## src/rtl/tmcw_pkg.sv

```systemverilog
// tmcw_pkg: shared types and constants for the text-mode console writer
// holds the command record passed from the front end to the back end
// no dependencies
package tmcw_pkg;

	// command classes decided at the front end
	typedef enum logic [1:0] {
		CMD_READ,
		CMD_CHAR,
		CMD_NEWLINE,
		CMD_BACKSPACE
	} cmd_kind_t;

	// one queued command
	typedef struct packed {
		cmd_kind_t   kind;
		logic [7:0]  code;
		logic [10:0] index;
	} cmd_t;

	// back end sequencer states
	typedef enum logic [2:0] {
		ST_CLEAR,
		ST_IDLE,
		ST_RDATA,
		ST_SCROLL,
		ST_ZERO,
		ST_BLANK,
		ST_ECHO2,
		ST_ECHO3
	} back_state_t;

	localparam int          CELL_W         = 16;
	localparam logic        OPC_READ       = 1'b1;
	localparam logic [8:0]  CODE_BACKSPACE = 9'd256;
	localparam logic [7:0]  CODE_NEWLINE   = 8'd10;
	localparam logic [7:0]  CHAR_SPACE     = 8'h20;
	localparam logic [7:0]  CHAR_BS        = 8'h08;
	localparam logic [7:0]  ATTR_RESET     = 8'h07;

endpackage

```

## src/rtl/tmcw_front.sv

```systemverilog
// tmcw_front: accepts items, classifies them and holds them in a two-entry queue
// depends on tmcw_pkg
module tmcw_front import tmcw_pkg::*; (
	input  logic        clk,
	input  logic        arst_n,
	input  logic        start,
	input  logic        opcode,
	input  logic [8:0]  char_code,
	input  logic [10:0] cell_index,
	input  logic        hold,
	output logic        busy,
	output logic        head_valid,
	output cmd_t        head_cmd,
	input  logic        pop
);

	cmd_t       in_cmd;
	cmd_t       entry_q [2];
	logic       wr_ptr_q;
	logic       rd_ptr_q;
	logic [1:0] count_q;
	logic       push;

	// classify the incoming item
	always_comb begin
		in_cmd.code  = char_code[7:0];
		in_cmd.index = cell_index;
		if (opcode == OPC_READ) begin
			in_cmd.kind = CMD_READ;
		end else if (char_code == CODE_BACKSPACE) begin
			in_cmd.kind = CMD_BACKSPACE;
		end else if (char_code[7:0] == CODE_NEWLINE) begin
			in_cmd.kind = CMD_NEWLINE;
		end else begin
			in_cmd.kind = CMD_CHAR;
		end
	end

	assign busy       = hold || (count_q == 2'd2);
	assign push       = start && !busy;
	assign head_valid = (count_q != 2'd0);
	assign head_cmd   = entry_q[rd_ptr_q];

	// queue storage
	always_ff @(posedge clk) begin
		if (push) begin
			entry_q[wr_ptr_q] <= in_cmd;
		end
	end

	// queue pointers and fill count
	always_ff @(posedge clk or negedge arst_n) begin
		if (!arst_n) begin
			wr_ptr_q <= 1'b0;
			rd_ptr_q <= 1'b0;
			count_q  <= 2'd0;
		end else begin
			if (push) begin
				wr_ptr_q <= !wr_ptr_q;
			end
			if (pop) begin
				rd_ptr_q <= !rd_ptr_q;
			end
			case ({push, pop})
				2'b10:   count_q <= count_q + 2'd1;
				2'b01:   count_q <= count_q - 2'd1;
				default: count_q <= count_q;
			endcase
		end
	end

endmodule

```

## config.mk

```make
export PLATFORM = sky130hd
export DESIGN_NAME = tmcw_front
export DESIGN_NICKNAME = d
export VERILOG_FILES = /design/src/rtl/tmcw_pkg.sv /design/src/rtl/tmcw_front.sv
export SDC_FILE = /design/constraint.sdc
export NUM_CORES = 1
export LEC_CHECK = 0
export ABC_AREA = 1
export BUFFER_PORTS_ARGS = -buffer_cell sky130_fd_sc_hd__buf_2
export CORE_AREA = 2 2 70 72
export CTS_CLUSTER_SIZE = 25
export DETAILED_ROUTE_END_ITERATION = 10
export DIE_AREA = 0 0 72 74
export HOLD_SLACK_MARGIN = 0.06
export PLACE_DENSITY = 0.6
export SETUP_SLACK_MARGIN = 0.05
export SLEW_MARGIN = 20
export SYNTH_ARGS = -nofsm -noshare
export SYNTH_HDL_FRONTEND = slang
export SYNTH_SLANG_ARGS = --single-unit
```

## constraint.sdc

```tcl
create_clock -name clk -period 2.2 [get_ports clk]
set_clock_uncertainty 0.05 [all_clocks]
set_input_delay 0.44 -clock clk [delete_from_list [all_inputs] [get_ports clk]]
set_output_delay 0.44 -clock clk [all_outputs]
set_load 0.05 [all_outputs]
```

==> run metrics, run 1 <==
initial antenna violation count 0; Fin. Hold Viols 0; met2 wire length around 1500 um; hold buffers post-CTS 1; Reg clk slew, reported paths about 0.08 ns; Switching Share slightly below 40%; largest net degree at the start of global routing 16; Ys Warns 0; Top Layer Used met4; total CTS buffers 5; post-route setup TNS 0 ns; Layout area overhead 25.4%; switching pwr roughly 1.2 mW; first-pass GRT wire length 4570 um; Clk Latency, worst-skew pair 0.29 ns; die area between 5000 and 6000 um2; Initial DRT Pass Iterations 4; # rows 25; hold depth 1; CTS tree yes; Final Max Slew Viols 0; overall power 2.96 mW; Distinct cells, synth 14; f_max between 500 and 600 MHz; Setup Crit Path Kind reg -> out; Die H 74 um; mapped cell area 1800 um2; Antenna Nets Post-Route 0; Critical Path End Type output port; commonest cells after routing, fill and taps aside buf_2 (48), edfxtp_1 (42), mux2_2 (21), nand2_1 (10), inv_1 (7); n_diodes 0; grt ovf 0; Pleak ~0.89 nW; CTS Root Cell clkbuf_8; # IOs 49; Crit path required time approximately 1.7 ns; initial DRC count 50; critical path cell sequence buf_4 > mux2_2 > buf_2; fin crit share approximately 87%; Total GRT Usage ~12%; pwr/cell area between 1000 and 1500 nW/um2; setup bufs post-CTS 0; WHS 0.279 ns; WP buf/inv 2; post-synthesis register bit count between 40 and 50; Clk network pwr share approximately a fifth; Seq pwr share just under 40%; Resized Gates After CTS 0; H-tree Lvls 2; final setup fails 0; VDD IR max ~0.00055 V; fin crit period roughly 1.9 ns; placed cell count 210; transition time of the tightest slew-check pin between 0.2 and 0.3 ns; Hold Path Class in -> reg; reg2reg path depth 7; critical path arrival approximately 1.4 ns; Max Cap Viol 0; slowest CP cell mux2_2; min-delay src cell_index[2]; syn_nets roughly 130; Detail Route met3 WL between 150 and 200 um; Max Fanout on Critical Path 11; DR WL/cell approximately 14 um; critical path's top delay family buffers and inverters; met1 WL 1210 um; Post-Syn Area per Cell roughly 17 um2; Detail Placement HPWL 2170 um; status finished clean; gpl congestion 0.724; Nets 191; unrepaired setup endpoints after global routing false; vias in the first global route between 1k and 1.5k; Clock Path Buffers 2; fin util about half; total number of vias approximately 1.0k; post-synthesis sequential area ratio approximately 76%; CP max stage delay ~0.36 ns; most common cell after layout, fill and taps aside buf_2; Worst path depth 3; Reg2Reg Launch Point count_q[0]; Comb power frac 40.9%; WL final about 3000 um; crit start category flip-flop; Starting Density between 30 and 40%; Post-Layout Cell Count around 220; share of cells above drive strength 1 roughly 52%; Slew headroom around 83%; port bufs 48; overall die width 72 um; Critical Path Source rd_ptr_q; Via density 4.58; clock sinks 46; core area 4600 um2; Cells after Synth between 100 and 150; Pint 1.80 mW; DRC 0
-- synthesized netlist by cell type --
cell | instances | area (um2)
a21oi_1 | 3 | 15.0
and2_1 | 1 | 6.26
buf_6 | 2 | 22.5
dfrtp_1 | 4 | 100
edfxtp_1 | 42 | 1260
ha_1 | 1 | 12.5
inv_1 | 7 | 26.3
mux2_2 | 21 | 236
nand2_1 | 10 | 37.5
nand3_2 | 1 | 10.0
nor2_1 | 7 | 26.3
or2_1 | 1 | 6.26
xnor2_1 | 1 | 8.76
xor2_1 | 3 | 26.3
-- metal layers --
metal  global-route usage (%)  up-vias
li1                         -      493
met1                     13.1      470
met2                     21.2       33
met3                     4.47        7
met4                     5.66        0
met5                        0        -
-- worst paths after layout --
kind	end	slack, ns
min	entry_q[1][2]	0.28
min reg2reg	count_q[0]	0.48
max	head_cmd[15]	0.29
max reg2reg	count_q[1]	0.63
min in group asynchronous	count_q[1]	0.42
max in group asynchronous	rd_ptr_q	1.56
-- kinds of logic (layout without fill, tap and decap cells) --
group / Yosys count / count (layout) / share of synthesized area [%]
AOI/OAI and AO/OA: 3 / 3 / 0.836
DFF: 46 / 46 / 75.8
and+or+nand+nor: 20 / 20 / 4.81
muxes: 21 / 21 / 13.2
xor gates and xnor gates: 4 / 4 / 1.95
buffers and inverters: 9 / 70 / 2.72
adders and majority gates: 1 / 1 / 0.697
-- final cells by class --
cell class                 instances  area, um2
fill                             427       2350
sequential                        46       1360
multi-input combinational         49        390
timing repair buffer              55        295
clock buffer                       6       72.6
tap                               54       67.6
clock inverter                     2       37.5
inverter                           7       26.3
-- state kept, by name, summed over array words and instances (netlist names) --
register,cells
wr_ptr_q,1
entry_q,42
rd_ptr_q,1
count_q,2
-- power by group through the flow --
stage | Sequential, mW | Clock, mW | Combinational, mW
2_1_floorplan | 1.16 | 0 | 0.967
3_3_place_gp | 1.16 | 0 | 1.21
3_5_place_dp | 1.17 | 0 | 1.22
4_1_cts | 1.15 | 0.626 | 1.23
5_1_grt | 1.16 | 0.660 | 1.28
6_report | 1.14 | 0.603 | 1.21
-- stage by stage --
step	cell area (um2)	setup WS, ns
final	2250	0.294
after global routing	2250	0.232
after CTS	2250	0.256
after detailed placement	2130	0.551
after global placement	2130	0.608
after floorplan	1800	0.220
Power figures use the tool's default switching activity.
==> run 2, diff against run 1 <==
--- a/config.mk
+++ b/config.mk
@@ -8,9 +8,9 @@
 export ABC_AREA = 1
 export BUFFER_PORTS_ARGS = -buffer_cell sky130_fd_sc_hd__buf_2
 export CORE_AREA = 2 2 70 72
-export CTS_CLUSTER_SIZE = 25
 export DETAILED_ROUTE_END_ITERATION = 10
 export DIE_AREA = 0 0 72 74
+export GPL_ROUTABILITY_DRIVEN = 0
 export HOLD_SLACK_MARGIN = 0.06
 export PLACE_DENSITY = 0.6
 export SETUP_SLACK_MARGIN = 0.05
==> constraint.sdc (replaced) <==
create_clock -name clk -period 2.3 [get_ports clk]
set_clock_uncertainty 0.05 [all_clocks]
set_input_delay 0.46 -clock clk [delete_from_list [all_inputs] [get_ports clk]]
set_output_delay 0.46 -clock clk [all_outputs]
set_load 0.05 [all_outputs]
==> run 2 against run 1 <==
  * Wire length decreased by 2.2%
  * Core utilization down 0.54 points
  * Non-clock buffer count down 1
  * Via count is 0.70% higher
  * Worst hold slack improved by 0.031 ns
  * Power down 8.6%
  * Flip-flop and latch count stayed put
==> run metrics, run 2 (same netlist as run 1, synthesis figures left out) <==
H-tree Lvls 2 (unchanged); Via density 4.63 (was 4.58); Top reg by flops entry_q (unchanged); VDD IR max 0.000541 V (was 0.000551 V); final setup fails 0 (unchanged); max reg flops 42 (unchanged); Layout area overhead 24.0% (was 25.4%); R2R Path End entry_q[0][14] (was count_q[1]); Total GRT Usage 11.9% (was 12.1%); Detail Placement HPWL 2140 um (was 2170 um); Clk Latency, worst-skew pair 0.28 ns (was 0.29 ns); Slew headroom 71.1% (was 82.7%); Crit path required time 1.79 ns (was 1.71 ns); Max Fanout on Critical Path 11 (unchanged); WL final 2920 um (was 2990 um); Nets 190 (was 191); transition time of the tightest slew-check pin 0.433 ns (was 0.262 ns); WHS 0.310 ns (was 0.279 ns); FILL cells 400 (was 427); clock sinks 46 (unchanged); Final Max Slew Viols 0 (unchanged); hold endpoint entry_q[1][0] (was entry_q[1][2]); die area 5330 um2 (unchanged); crit start category flip-flop (unchanged); most common cell after layout, fill and taps aside buf_2 (unchanged); # rows 25 (unchanged); DR WL/cell 13.4 um (was 13.6 um); # IOs 49 (unchanged); post-route setup TNS 0 ns (unchanged); Reg2Reg Launch Point count_q[0] (unchanged); reg2reg path depth 5 (was 7); commonest cells after routing, fill and taps aside buf_2 (48), edfxtp_1 (42), mux2_2 (21), nand2_1 (10), inv_1 (7) (unchanged); Pleak 0.875 nW (was 0.889 nW); unrepaired setup endpoints after global routing false (unchanged); Die H 74 um (unchanged); worst reg2reg setup slack 0.69 ns (was 0.63 ns); Resized Gates After CTS 0 (unchanged); first-pass GRT wire length 4660 um (was 4570 um); fin crit share 83.7%; CTS Root Cell clkbuf_8 (unchanged); core area 4600 um2 (unchanged); Clock Path Buffers 2 (unchanged); Setup Crit Path Kind reg -> out (unchanged); n_diodes 0 (unchanged); Initial DRT Pass Iterations 3 (was 4); Starting Density 39.0% (unchanged); initial antenna violation count 0 (unchanged); Fin. Hold Viols 0 (unchanged); Reg clk slew, reported paths 0.07 ns (was 0.08 ns); pwr/cell area 1210 nW/um2 (was 1310 nW/um2); vias in the first global route 1,045 (was 1,036); Antenna Nets Post-Route 0 (unchanged); overall die width 72 um (unchanged); setup ws final 0.375 ns (was 0.294 ns); min-delay src cell_index[0] (was cell_index[2]); fin crit period approximately 1.9 ns; port bufs 48 (unchanged); initial DRC count 56 (was 50); setup bufs post-CTS 0 (unchanged); hold buffers post-CTS 1 (unchanged); Hold Path Class in -> reg (unchanged); setup slack at placement 0.582 ns (was 0.551 ns); total CTS buffers 5 (unchanged); Largest regs entry_q x42, count_q x2 (unchanged); status finished clean (unchanged); total number of vias 1,010 (was 1,003); critical path arrival 1.41 ns (was 1.42 ns); Max Cap Viol 0 (unchanged); CTS tree yes (unchanged); grt ovf 0 (unchanged); Critical Path End Type output port (unchanged); hold depth 1 (unchanged); largest net degree at the start of global routing 16 (unchanged); DRC 0 (unchanged); share of cells above drive strength 1 50.0% (was 51.5%); f_max ~520 MHz
## run 2: metrics by stage
stage / power, mW / cell area [um2] / util (%) / cells
final: 2.70 / 2230 / 48.4 / 218
after global routing: 2.83 / 2230 / 48.4 / 218
after CTS: 2.75 / 2230 / 48.4 / 218
after detailed placement: 2.29 / 2140 / 46.4 / 209
after global placement: 2.27 / 2140 / 46.4 / 209
after floorplan: 2.04 / 1800 / - / 104
## run 2: layout make-up
type                            count  area [um2]  area share, %
Inverter                            7        26.3           1.18
Multi-Input combinational cell     49         390           17.5
Sequential cell                    46        1360           61.2
Timing Repair Buffer               54         300           13.5
Clock buffer                        8        80.1           3.60
Tap cell                           54        67.6           3.04
## run 2: routing by layer
metal  global-route usage, %  wire length, um
met1                    13.0             1200
met2                    21.0             1500
met3                    4.34              181
met4                    5.03               48
met5                       0                0
## run 2: worst max-delay path by stage
stage	slack (ns)	endpoint	cells after the start	startpoint
after global routing	0.33	head_cmd[17]	3	rd_ptr_q
final	0.38	head_cmd[15]	3	rd_ptr_q
after floorplan	0.30	entry_q[0][0]	3	hold
after CTS	0.35	head_cmd[19]	3	rd_ptr_q
after global placement	0.63	entry_q[0][10]	5	hold
after detailed placement	0.58	entry_q[0][10]	5	hold
## run 2: where the power goes
group | internal (mW) | switching, mW | total, mW
Clock | 0.216 | 0.228 | 0.444
Combinational | 0.352 | 0.814 | 1.17
Sequential | 1.05 | 0.0413 | 1.09
## run 2: worst max-delay path: stages (launching register included)
cell and delay (ns):
dfrtp_1 0.35, buf_4 0.21, mux2_2 0.36, buf_2 0.21
==> run 3, diff against run 2 <==
==> constraint.sdc (replaced) <==
create_clock -name clk -period 1.83 [get_ports clk]
set_clock_uncertainty 0.05 [all_clocks]
set_input_delay 0.366 -clock clk [delete_from_list [all_inputs] [get_ports clk]]
set_output_delay 0.366 -clock clk [all_outputs]
set_load 0.05 [all_outputs]
==> run 3 against run 2 <==
  * Register-to-register slack worse by 0.42 ns
  * Final area is 15% higher
  * Clock-buffer cell count shrank 2
  * Power increased by 54%
  * Final cell count is 1.8% higher
  * Setup slack worse by 0.33 ns
  * Flip-flop and latch count unchanged
  * Sequential share of layout area decreased by 7.9 points
  * Clock power up 61%
  * Non-clock buffer count rose by 4
  * Worst hold slack got worse by 0.10 ns
  * Highest routed layer unchanged
==> run metrics, run 3 (same netlist as run 1, synthesis figures left out) <==
Max Cap Viol 0 (unchanged); Top reg by flops entry_q (unchanged); CTS Root Cell clkbuf_8 (unchanged); hold endpoint entry_q[1][2] (was entry_q[1][0]); VDD IR max 0.000823 V (was 0.000541 V); DRC 0 (unchanged); Final Max Slew Viols 0 (unchanged); Max Fanout on Critical Path 6 (was 11); initial DRC count 47 (was 56); post-route setup TNS 0 ns (unchanged); setup slack at placement 0.259 ns (was 0.582 ns); Via density 4.70 (was 4.63); CTS tree yes (unchanged); Reg clk slew, reported paths 0.08 ns (was 0.07 ns); commonest cells after routing, fill and taps aside edfxtp_1 (42), buf_2 (27), mux2_4 (19), buf_8 (18), nand2_1 (10) (was buf_2 (48), edfxtp_1 (42), mux2_2 (21), nand2_1 (10), inv_1 (7)); n_diodes 0 (unchanged); Clk Latency, worst-skew pair 0.28 ns (about the same); max reg flops 42 (unchanged); hold depth 1 (unchanged); vias in the first global route 1,115 (was 1,045); Nets 194 (was 190); Die H 74 um (unchanged); Crit path required time 1.41 ns (was 1.79 ns); die area 5330 um2 (unchanged); most common cell after layout, fill and taps aside edfxtp_1 (was buf_2); WL final 3180 um (was 2920 um); total CTS buffers 5 (unchanged); worst reg2reg setup slack 0.27 ns (was 0.69 ns); f_max 559 MHz; Antenna Nets Post-Route 0 (unchanged); unrepaired setup endpoints after global routing true (was false); crit start category flip-flop (unchanged); Detail Placement HPWL 2160 um (was 2140 um); pwr/cell area 1630 nW/um2 (was 1210 nW/um2); min-delay src cell_index[2] (was cell_index[0]); fin crit period roughly 1.8 ns; Slew headroom 83.6% (was 71.1%); Total GRT Usage 12.9% (was 11.9%); reg2reg path depth 7 (was 5); Pleak 1.06 nW (was 0.875 nW); overall die width 72 um (unchanged); FILL cells 400 (unchanged); Setup Crit Path Kind reg -> out (unchanged); Layout area overhead 42.6% (was 24.0%); Hold Path Class in -> reg (unchanged); largest net degree at the start of global routing 16 (unchanged); H-tree Lvls 2 (unchanged); # rows 25 (unchanged); Clock Path Buffers 2 (unchanged); core area 4600 um2 (unchanged); port bufs 48 (unchanged); placed cell count 210 (was 209); R2R Path End count_q[1] (was entry_q[0][14]); Reg2Reg Launch Point count_q[0] (unchanged); setup ws final 0.0409 ns (was 0.375 ns); clock sinks 46 (unchanged); Largest regs entry_q x42, count_q x2 (unchanged); initial antenna violation count 0 (unchanged); grt ovf 0 (unchanged); DR WL/cell 14.3 um (was 13.4 um); first-pass GRT wire length 5020 um (was 4660 um); Post-Layout Cell Count 222 (was 218); final setup fails 0 (unchanged); fin crit share a little over nine tenths; total number of vias 1,043 (was 1,010); share of cells above drive strength 1 53.0% (was 50.0%); Critical Path End Type output port (unchanged); critical path arrival 1.37 ns (was 1.41 ns); # IOs 49 (unchanged); Fin. Hold Viols 0 (unchanged); Starting Density 39.0% (unchanged); Initial DRT Pass Iterations 4 (was 3); transition time of the tightest slew-check pin 0.248 ns (was 0.433 ns); status finished clean (unchanged)
-- run 3: cell types whose count changed in the layout (fill, tap and decap cells not counted), sizes merged --
| cell | previous run | this run |
|---|---|---|
| buf | 53 | 57 |
| clkinvlp | 0 | 1 |
| bufinv | 0 | 1 |
| clkbuf | 8 | 6 |
-- run 3: area by class of cell --
cell class / instances / area (um2) / share of cell area, %
timing repair buffer: 58 / 532 / 20.8
inverter: 7 / 26.3 / 1.03
tap: 54 / 67.6 / 2.64
multi-input combinational: 49 / 462 / 18.0
clock buffer: 6 / 72.6 / 2.83
clock inverter: 2 / 37.5 / 1.47
sequential: 46 / 1360 / 53.2
-- run 3: repair_timing --
item,in CTS,in global routing
pin swaps,0,0
setup buffers,1,0
endpoints found under the hold margin,4,0
hold buffers,1,0
gates cloned,2,0
setup endpoints to repair,21,21
resized for setup,80,6
-- run 3: through the flow --
step	power [mW]	area, um2	util [%]	hold WS (ns)
floorplan	2.56	1800	-	0.0204
global placement	2.84	2130	46.3	0.126
detailed placement	2.87	2130	46.3	0.124
CTS	4.17	2540	55.2	0.202
global route	4.35	2560	55.7	0.193
finish	4.16	2560	55.7	0.209
-- run 3: worst max-delay path by stage --
stage	depth (start not counted)	to	from
4_1_cts	3	head_cmd[19]	rd_ptr_q
3_5_place_dp	7	count_q[1]	count_q[0]
5_1_grt	3	head_cmd[12]	rd_ptr_q
6_report	3	head_cmd[19]	rd_ptr_q
3_3_place_gp	3	head_cmd[19]	rd_ptr_q
2_1_floorplan	4	entry_q[0][0]	count_q[0]
-- run 3: layer usage --
layer / part of all wire, % / global-route usage (%) / wire length, um / up-vias
li1: - / - / - / 499
met1: 39 / 15.2 / 1250 / 505
met2: 52 / 22.1 / 1670 / 34
met3: 7.1 / 4.88 / 226 / 5
met4: 1.3 / 4.40 / 40 / 0
met5: 0 / 0 / 0 / -
-- run 3: power by group --
part | internal, mW | switching, mW
clock network | 0.407 | 0.310
registers | 1.33 | 0.0750
logic | 0.914 | 1.13
-- run 3: worst max-delay path, stage by stage (launching register included) --
cell     delay [ns]
dfrtp_2        0.46
buf_6          0.16
mux2_4         0.31
buf_6          0.15
